$ cat src/sv/cvr_pkg.sv
// shared constants, codes and control structs of the cubic varispeed resampler
`default_nettype none
package cvr_pkg;

	localparam int TRACK_DEPTH_DEF = 65536;
	localparam int MAX_BLOCK_DEF   = 4096;

	localparam int RATE_W   = 18;
	localparam int FRAMES_W = 17;
	localparam int CFG_W    = 18;
	localparam logic [RATE_W-1:0] RATE_RESET = 18'd65536;

	// register indexes
	localparam logic REG_RATE_RATIO   = 1'b0;
	localparam logic REG_TRACK_FRAMES = 1'b1;

	// opcodes
	localparam logic [1:0] OP_WRITE = 2'd0;
	localparam logic [1:0] OP_START = 2'd1;
	localparam logic [1:0] OP_TICK  = 2'd2;

	// divider user
	localparam logic [1:0] DIV_PITCH = 2'd0;
	localparam logic [1:0] DIV_GAIN  = 2'd1;
	localparam logic [1:0] DIV_MOD   = 2'd2;

	// multiply-accumulate step
	localparam logic [2:0] MAC_IDLE = 3'd0;
	localparam logic [2:0] MAC_C1   = 3'd1;
	localparam logic [2:0] MAC_C2   = 3'd2;
	localparam logic [2:0] MAC_C3   = 3'd3;
	localparam logic [2:0] MAC_VOL  = 3'd4;

	localparam int DIVD_W = 32;
	localparam int DIVS_W = 17;

	typedef struct packed {
		logic       load;
		logic       div_go;
		logic [1:0] div_sel;
		logic       div_cap;
		logic       first_cap;
		logic       rd_en;
		logic [1:0] rd_tap;
		logic       tap_cap;
		logic [1:0] cap_idx;
		logic [2:0] mac_op;
		logic       out_load;
	} cmd_t;

	typedef struct packed {
		logic div_done;
		logic mod_skip;
		logic cnt_zero;
		logic out_free;
	} sts_t;

endpackage
`default_nettype wire

$ cat src/sv/cvr_ctrl.sv
// controller: sequences start divides, tap reads, cubic steps and output load
`default_nettype none
module cvr_ctrl (
	input  wire logic           clk,
	input  wire logic           arst_n,
	input  wire logic           in_valid,
	input  wire logic [1:0]     opcode,
	input  wire cvr_pkg::sts_t  sts,
	output logic                in_ready,
	output cvr_pkg::cmd_t       cmd
);
	localparam logic [4:0] S_IDLE  = 5'd0;
	localparam logic [4:0] S_PDIV  = 5'd1;
	localparam logic [4:0] S_PWAIT = 5'd2;
	localparam logic [4:0] S_GDIV  = 5'd3;
	localparam logic [4:0] S_GWAIT = 5'd4;
	localparam logic [4:0] S_MOD   = 5'd5;
	localparam logic [4:0] S_MWAIT = 5'd6;
	localparam logic [4:0] S_RD0   = 5'd7;
	localparam logic [4:0] S_RD1   = 5'd8;
	localparam logic [4:0] S_RD2   = 5'd9;
	localparam logic [4:0] S_RD3   = 5'd10;
	localparam logic [4:0] S_RD4   = 5'd11;
	localparam logic [4:0] S_C1    = 5'd12;
	localparam logic [4:0] S_C2    = 5'd13;
	localparam logic [4:0] S_C3    = 5'd14;
	localparam logic [4:0] S_C4    = 5'd15;
	localparam logic [4:0] S_OUT   = 5'd16;

	logic [4:0] state_q;
	logic [4:0] state_d;

	always_comb begin
		cmd      = '0;
		state_d  = state_q;
		in_ready = (state_q == S_IDLE);
		case (state_q)
			S_IDLE: begin
				cmd.load = in_valid;
				if (in_valid) begin
					case (opcode)
						cvr_pkg::OP_START: state_d = sts.cnt_zero ? S_IDLE : S_PDIV;
						cvr_pkg::OP_TICK:  state_d = S_MOD;
						default:           state_d = S_IDLE;
					endcase
				end
			end
			S_PDIV: begin
				cmd.div_go  = 1'b1;
				cmd.div_sel = cvr_pkg::DIV_PITCH;
				state_d     = S_PWAIT;
			end
			S_PWAIT: begin
				cmd.div_sel = cvr_pkg::DIV_PITCH;
				cmd.div_cap = sts.div_done;
				if (sts.div_done)
					state_d = S_GDIV;
			end
			S_GDIV: begin
				cmd.div_go  = 1'b1;
				cmd.div_sel = cvr_pkg::DIV_GAIN;
				state_d     = S_GWAIT;
			end
			S_GWAIT: begin
				cmd.div_sel = cvr_pkg::DIV_GAIN;
				cmd.div_cap = sts.div_done;
				if (sts.div_done)
					state_d = S_IDLE;
			end
			S_MOD: begin
				cmd.div_sel = cvr_pkg::DIV_MOD;
				if (sts.mod_skip) begin
					cmd.first_cap = 1'b1;
					state_d       = S_RD0;
				end else begin
					cmd.div_go = 1'b1;
					state_d    = S_MWAIT;
				end
			end
			S_MWAIT: begin
				cmd.div_sel = cvr_pkg::DIV_MOD;
				cmd.div_cap = sts.div_done;
				if (sts.div_done)
					state_d = S_RD0;
			end
			S_RD0: begin
				cmd.rd_en  = 1'b1;
				cmd.rd_tap = 2'd0;
				state_d    = S_RD1;
			end
			S_RD1: begin
				cmd.rd_en   = 1'b1;
				cmd.rd_tap  = 2'd1;
				cmd.tap_cap = 1'b1;
				cmd.cap_idx = 2'd0;
				state_d     = S_RD2;
			end
			S_RD2: begin
				cmd.rd_en   = 1'b1;
				cmd.rd_tap  = 2'd2;
				cmd.tap_cap = 1'b1;
				cmd.cap_idx = 2'd1;
				state_d     = S_RD3;
			end
			S_RD3: begin
				cmd.rd_en   = 1'b1;
				cmd.rd_tap  = 2'd3;
				cmd.tap_cap = 1'b1;
				cmd.cap_idx = 2'd2;
				state_d     = S_RD4;
			end
			S_RD4: begin
				cmd.tap_cap = 1'b1;
				cmd.cap_idx = 2'd3;
				state_d     = S_C1;
			end
			S_C1: begin
				cmd.mac_op = cvr_pkg::MAC_C1;
				state_d    = S_C2;
			end
			S_C2: begin
				cmd.mac_op = cvr_pkg::MAC_C2;
				state_d    = S_C3;
			end
			S_C3: begin
				cmd.mac_op = cvr_pkg::MAC_C3;
				state_d    = S_C4;
			end
			S_C4: begin
				cmd.mac_op = cvr_pkg::MAC_VOL;
				state_d    = S_OUT;
			end
			S_OUT: begin
				cmd.out_load = sts.out_free;
				if (sts.out_free)
					state_d = S_IDLE;
			end
			default: state_d = S_IDLE;
		endcase
	end

	always_ff @(posedge clk or negedge arst_n) begin
		if (!arst_n)
			state_q <= S_IDLE;
		else
			state_q <= state_d;
	end
endmodule
`default_nettype wire

$ cat config.mk
export PLATFORM = sky130hd
export DESIGN_NAME = cvr_ctrl
export DESIGN_NICKNAME = d
export VERILOG_FILES = /design/src/sv/cvr_pkg.sv /design/src/sv/cvr_ctrl.sv
export SDC_FILE = /design/constraint.sdc
export NUM_CORES = 1
export LEC_CHECK = 0
export BUFFER_PORTS_ARGS = -buffer_cell sky130_fd_sc_hd__buf_2
export CORE_MARGIN = 10
export CORE_UTILIZATION = 35
export DETAILED_ROUTE_END_ITERATION = 12
export GPL_ROUTABILITY_DRIVEN = 0
export PLACE_DENSITY = 0.73
export SLEW_MARGIN = 20
export SYNTH_ARGS = -nofsm -noshare
export SYNTH_HDL_FRONTEND = slang
export SYNTH_SLANG_ARGS = --single-unit
export TNS_END_PERCENT = 5
$ cat constraint.sdc
create_clock -name clk -period 1.5 [get_ports clk]
set_clock_uncertainty 0.2 [all_clocks]
set_input_delay 0.075 -clock clk [delete_from_list [all_inputs] [get_ports clk]]
set_output_delay 0.075 -clock clk [all_outputs]
set_load 0.02 [all_outputs]
==> results of run 1 <==
==> worst max-delay path, stage by stage (launching register included) <==
cell	delay, ns
dfrtp_1	0.39
buf_6	0.14
nand3_1	0.11
or2_4	0.25
a21oi_2	0.15
buf_6	0.14
==> cells in the mapped netlist, drive strengths merged <==
cell type,n
a211oi,3
a21oi,3
and2,3
and3,1
buf,5
clkbuf,1
dfrtp,5
ha,2
inv,4
mux2,2
mux2i,2
nand2,5
nand2b,2
nand3,2
nand3b,2
nor2,16
nor2b,1
nor3,3
nor4,1
nor4b,2
o21a,1
o21ai,2
o32ai,1
or2,2
xnor2,2
==> routing by layer <==
layer / global-route usage [%] / up-vias
met5: 0 / -
met4: 2.30 / 0
met3: 4.51 / 8
met2: 21.7 / 19
met1: 11.4 / 357
li1: - / 350
==> final cells by class <==
| type | count | share of cell area, % |
|---|---|---|
| Clock buffer | 4 | 2.53 |
| Inverter | 4 | 1.45 |
| Multi-Input combinational cell | 58 | 42.8 |
| Sequential cell | 5 | 12.5 |
| Tap cell | 15 | 1.81 |
| Timing Repair Buffer | 52 | 38.9 |
==> power breakdown <==
part | internal, mW | switching, mW
registers | 0.207 | 0.0954
clock network | 0.101 | 0.0547
logic | 1.00 | 0.976
total | 1.31 | 1.13
==> stage by stage <==
step | utilization (%) | setup TNS (ns) | instance area, um2 | setup WS [ns] | instances
after floorplan | - | -0.423 | 528 | -0.190 | 73
final | 76.9 | -2.63 | 1040 | -0.203 | 138
after global routing | 76.9 | -3.92 | 1040 | -0.261 | 138
after CTS | 70.5 | -2.23 | 952 | -0.196 | 136
after global placement | 56.7 | -0.173 | 766 | -0.0736 | 124
after detailed placement | 56.7 | -0.349 | 766 | -0.121 | 124
==> worst paths after layout <==
kind | from | to | slack (ns) | depth (start not counted)
min reg2reg | state_q[2]$_DFFE_PN0P_ | state_q[2]$_DFFE_PN0P_ | 0.43 | 1
max | state_q[0]$_DFFE_PN0P_ | cmd[9] | -0.20 | 5
max reg2reg | state_q[3]$_DFFE_PN0P_ | state_q[2]$_DFFE_PN0P_ | -0.17 | 4
min | sts[2] | state_q[0]$_DFFE_PN0P_ | 0.06 | 4
min in group asynchronous | arst_n | state_q[0]$_DFFE_PN0P_ | 0.58 | 3
max in group asynchronous | arst_n | state_q[1]$_DFFE_PN0P_ | 0.30 | 3
==> kinds of logic after synthesis <==
kind of cell / count (synthesis) / synth area share, %
buffers and inverters: 10 / 9.35
adder cells (fa/ha/maj): 2 / 4.80
AO/OA/AOI/OAI: 10 / 12.2
multiplexers: 4 / 8.15
AND/OR/NAND/NOR: 40 / 38.1
XOR/XNOR: 2 / 3.36
flip-flops: 5 / 24.0
==> timing repair <==
item / 4_1_cts / 5_1_grt
resized for setup: 32 / 20
setup buffers: 5 / 2
endpoints found under the hold margin: 6 / 0
hold buffers: 3 / 0
setup endpoints to repair: 19 / 20
pin swaps: 5 / 6
==> impl_results.md, run 1 <==
* Met2 WL at ~1.2 mm
* Violated checks: setup timing
* Final setup viols at 19
* CP Class: reg -> out
* Area fraction of the dominant cell type after synthesis at between 20% and 30%
* Library cells used by synthesis at 27
* Area contributors post-synth: dfrtp_1 (24%), nor2_1 (12%), ha_1 (4.8%), a211oi_1 (4.3%), mux2_2 (4.3%)
* Final hold viol count at 0
* Min Tclk post-route at 1.70 ns
* Commonest non-fill, non-tap cell in the layout: buf_4
* Vias at approximately 730
* DIE WIDTH at 58.6 um
* Hold/Removal Path Class: in -> reg
* Total Nets Final at 135
* Yosys warning total at 0
* FP Rows at 13
* WL/cell at between 15 and 20 um
* CP arrival at ~1.4 ns
* Mapped Area at 522 um2
* Total clock buffers created by CTS at 3
* Ant diodes at 0
* Clock Path Buffers at 2
* Multi-input combinational cell area at 444 um2
* Overall routing resource usage at around 11%
* CP endpoint kind: output pin
* IO Pins at 26
* DR WL met3 at 93 um
* DP Wirelength at between 1 and 1.5 mm
* Core area at about 0.0014 mm2
* Post-synth top area cell: dfrtp_1
* Total grt overflow at 0
* Drt pass-1 iters at 4
* Vias per cell at between 5 and 6
* Biggest register: state_q
* Initial antenna violation count at 0
* Avg Cell Area, Syn at just over 7 um2
* Worst Max-Slew Pin Slew at approximately 0.28 ns
* CTS tree: built
* Final wirelength at about 2.2 mm
* Largest register FFs at 5
* Worst-path maximum fanout at 6
* Htree depth at 1
* Antenna Nets Post-Route at 0
* Remaining DRCs at 0
* Root Driver: clkbuf_4
* Die ar. at 0.00344 mm2
* Worst path required time at roughly 1.2 ns
* Seq/Total Area, Yosys at about a quarter
* Fmax at between 500 and 600 MHz
* Met1 Wirelength at between 800 and 900 um
* Commonest cells after routing, fill and taps aside: buf_4 (34), nor2_1 (10), buf_2 (8)
* Final period utilization at 114%
* Startpoint types: register
* Area added between synthesis and finish at 99.0%
* Largest net degree at the start of global routing at 8
* Outcome: finished, violations left
* Port Buf Inserts at 25
* Die height at between 50 and 60 um
* Seq. cell area at approximately 130 um2
* First-pass GRT wire length at between 3 and 4 mm
* RSZ-0062 raised after global routing: true
* P per Cell Area at around 2300 mW/mm2
* Number of synthesized register bits at 5
* Syn Nets at 84
* Hold slack final at 0.0578 ns
* Max VDD drop at 1.53 mV
* Slew margin rel. at 81.2%
* Total power at 2.44 mW
* Worst-skew pair later-pin latency at about 0.24 ns
* Leak pwr at between 0.4 and 0.5 nW
* Starting Density at between 30% and 40%
* Clock sink count at 5
* CTS clock-pin slew for the worst setup and hold paths at 0.04 ns
* DR top layer: met4
* Vias in the first global route at 749
* Layout cells sized above 1 at 64.2%
* Max-cap viol count at 0
* Final worst slack at -0.203 ns
* Filler cell count at 90
* Fin. max-slew vios at 0
* Syn Inst Count at 73
* Biggest registers after layout: state_q x5
* Starting DRC count in detailed routing at 12
No activity file was read; power rests on OpenSTA's default activity.
==> inputs of run 2 (changes only) <==
==> constraint.sdc (replaced) <==
create_clock -name clk -period 1.5 [get_ports clk]
set_clock_uncertainty 0.2 [all_clocks]
set_input_delay 0 -clock clk [delete_from_list [all_inputs] [get_ports clk]]
set_output_delay 0 -clock clk [all_outputs]
set_load 0.02 [all_outputs]
==> run 2 against run 1 <==
  * The flow still finishes with violations (setup timing)
  * Non-clock buffer count decreased by 8
  * Cell count decreased by 5.1%
  * Sequential power decreased by 3%
  * Critical path type unchanged
  * Largest cell class unchanged
==> impl_results.md, run 2 (synthesis gave the netlist of run 1 again) <==
* CTS clock-pin slew for the worst setup and hold paths at 0.05 ns (was 0.04 ns)
* Biggest register: state_q (unchanged)
* Final setup viols at 18 (was 19)
* Final hold viol count at 0 (unchanged)
* Outcome: finished, violations left (unchanged)
* Reg2Reg Setup Slack at -0.18 ns (was -0.17 ns)
* Die ar. at 0.00344 mm2 (unchanged)
* Total clock buffers created by CTS at 3 (unchanged)
* CP Class: reg -> out (unchanged)
* FP Rows at 13 (unchanged)
* Overall routing resource usage at 10.7% (was 11.4%)
* Min Tclk post-route at 1.70 ns (about the same)
* Initial antenna violation count at 1 (was 0)
* Hold Path End: state_q[0]$_DFFE_PN0P_ (unchanged)
* Htree depth at 1 (unchanged)
* Starting Density at 38.6% (unchanged)
* Vias at 690 (was 734)
* Vias per cell at 5.27 (was 5.32)
* Port Buf Inserts at 25 (unchanged)
* Total grt overflow at 0 (unchanged)
* Fin. max-slew vios at 0 (unchanged)
* Worst path required time at 1.30 ns (was 1.22 ns)
* Largest net degree at the start of global routing at 13 (was 8)
* Starting DRC count in detailed routing at 15 (was 12)
* Drt pass-1 iters at 4 (unchanged)
* IO Pins at 26 (unchanged)
* Die height at 58.6 um (unchanged)
* Max-cap viol count at 0 (unchanged)
* Final wirelength at 2.02 mm (was 2.23 mm)
* Leak pwr at 0.455 nW (was 0.499 nW)
* DIE WIDTH at 58.6 um (unchanged)
* RSZ-0062 raised after global routing: true (unchanged)
* Clock sink count at 5 (unchanged)
* Largest register FFs at 5 (unchanged)
* Worst-skew pair later-pin latency at 0.24 ns (about the same)
* Critical Path Most Common Cell: buf_6 (unchanged)
* Final worst slack at -0.200 ns (was -0.203 ns)
* Worst-path maximum fanout at 3 (was 6)
* Vias in the first global route at 650 (was 749)
* Buf/Inv on CP at 3 (was 2)
* CP cell instances: or2_1 -> buf_6 -> buf_6 -> nor4b_4 -> buf_4 (was buf_6 -> nand3_1 -> or2_4 -> a21oi_2 -> buf_6)
* Hold slack final at 0.0666 ns (was 0.0578 ns)
* First-pass GRT wire length at 2.98 mm (was 3.22 mm)
* Min-Delay Path Depth at 5 (was 4)
* CP endpoint kind: output pin (unchanged)
* Crit path max-delay family: simple AND/OR/NAND/NOR gates (was flip-flops)
* Remaining DRCs at 0 (unchanged)
* Setup_tns at -1.91 ns (was -2.63 ns)
* Commonest non-fill, non-tap cell in the layout: buf_4 (unchanged)
* Clock Path Buffers at 2 (unchanged)
* Area added between synthesis and finish at 82.0% (was 99.0%)
* Hold/Removal Path Class: in -> reg (unchanged)
* Crit-path max cell delay at 0.40 ns (was 0.39 ns)
* WL/cell at 15.4 um (was 16.2 um)
* Final period utilization at 113% (was 114%)
* Slew margin rel. at 71.1% (was 81.2%)
* Violated checks: setup timing (unchanged)
* Slowest cell on the critical path: dfrtp_1 (unchanged)
* Startpoint types: register (unchanged)
* Max VDD drop at 1.33 mV (was 1.53 mV)
* Total Nets Final at 127 (was 135)
* Biggest registers after layout: state_q x5 (unchanged)
* Worst Max-Slew Pin Slew at 0.428 ns (was 0.281 ns)
* Root Driver: clkbuf_4 (unchanged)
* P per Cell Area at 2270 mW/mm2 (was 2350 mW/mm2)
* R2R Path Start: state_q[2]$_DFFE_PN0P_ (was state_q[3]$_DFFE_PN0P_)
* CTS tree: built (unchanged)
* Layout cells sized above 1 at 53.9% (was 64.2%)
* CP arrival at 1.50 ns (was 1.43 ns)
* Antenna Nets Post-Route at 0 (unchanged)
* Core area at 0.00135 mm2 (unchanged)
* Commonest cells after routing, fill and taps aside: buf_4 (27), nor2_1 (12), buf_2 (8) (was buf_4 (34), nor2_1 (10), buf_2 (8))
* Fin util at 70.3% (was 76.9%)
* Min-delay src: sts[3] (was sts[2])
* Fmax at 588 MHz (was 587 MHz)
* Worst Reg2Reg Path Length in Cells at 4 (unchanged)
* Reg2reg end: state_q[2]$_DFFE_PN0P_ (unchanged)
* DP Wirelength at 1.44 mm (was 1.41 mm)
[run 2: changes by cell type in the layout (fill, tap and decap cells not counted), moves of 2 or more]
cell,before,now
buf_6,7,5
buf_4,34,27
nor2_2,5,2
or2_4,2,0
dfrtp_1,1,3
and2_4,2,0
and2_1,1,3
nor2_1,10,12
dfrtp_2,4,2
[run 2: worst register-to-register path: cells and delay by family, from the launching register on]
family | cells | cell delay [ns]
flip-flops | 1 | 0.47
AND/OR/NAND/NOR | 1 | 0.45
multiplexers | 1 | 0.18
AO/OA/AOI/OAI | 2 | 0.33
[run 2: report_power, final]
part	switching (mW)	internal (mW)
combinational	0.877	0.822
clock	0.0603	0.101
sequential	0.0923	0.201
total	1.03	1.12
[run 2: layout make-up]
cell class                      count  area [um2]
Clock buffer                        4        26.3
Fill cell                          90         400
Sequential cell                     5         128
Inverter                            4        15.0
Tap cell                           15        18.8
Timing Repair Buffer               44         339
Antenna cell                        1        2.50
Multi-Input combinational cell     58         420
[run 2: how the worst max path moves through the flow]
stage	startpoint	end	cells past startpoint
2_1_floorplan	state_q[4]$_DFFE_PN0P_	cmd[10]	3
3_3_place_gp	state_q[2]$_DFFE_PN0P_	state_q[2]$_DFFE_PN0P_	4
3_5_place_dp	state_q[2]$_DFFE_PN0P_	state_q[2]$_DFFE_PN0P_	4
4_1_cts	state_q[0]$_DFFE_PN0P_	cmd[9]	5
5_1_grt	state_q[3]$_DFFE_PN0P_	state_q[2]$_DFFE_PN0P_	5
6_report	state_q[0]$_DFFE_PN0P_	cmd[11]	5
[run 2: metal layers]
layer  up-vias  global-route usage, %  routed length [um]
li1        334                      -                   -
met1       339                   10.6                 708
met2        15                   21.2                1200
met3         2                   2.58                  74
met4         0                   2.62                  36
met5         -                      0                   0
[run 2: what timing repair did]
item / 4_1_cts / 5_1_grt
setup endpoints to repair: 19 / 19
endpoints found under the hold margin: 7 / 0
setup buffers: 2 / 0
hold buffers: 4 / 0
cloned: 0 / 0
pin swaps: 1 / 1
resized for setup: 18 / 22
[run 2: metrics by stage]
step	total power [mW]	setup WS [ns]	std cells	instance area, um2
finish	2.15	-0.200	131	950
CTS	1.95	-0.207	130	871
global route	2.30	-0.306	131	950
detailed placement	1.61	-0.121	120	736
floorplan	1.11	-0.115	73	528
global placement	1.57	-0.0639	120	736
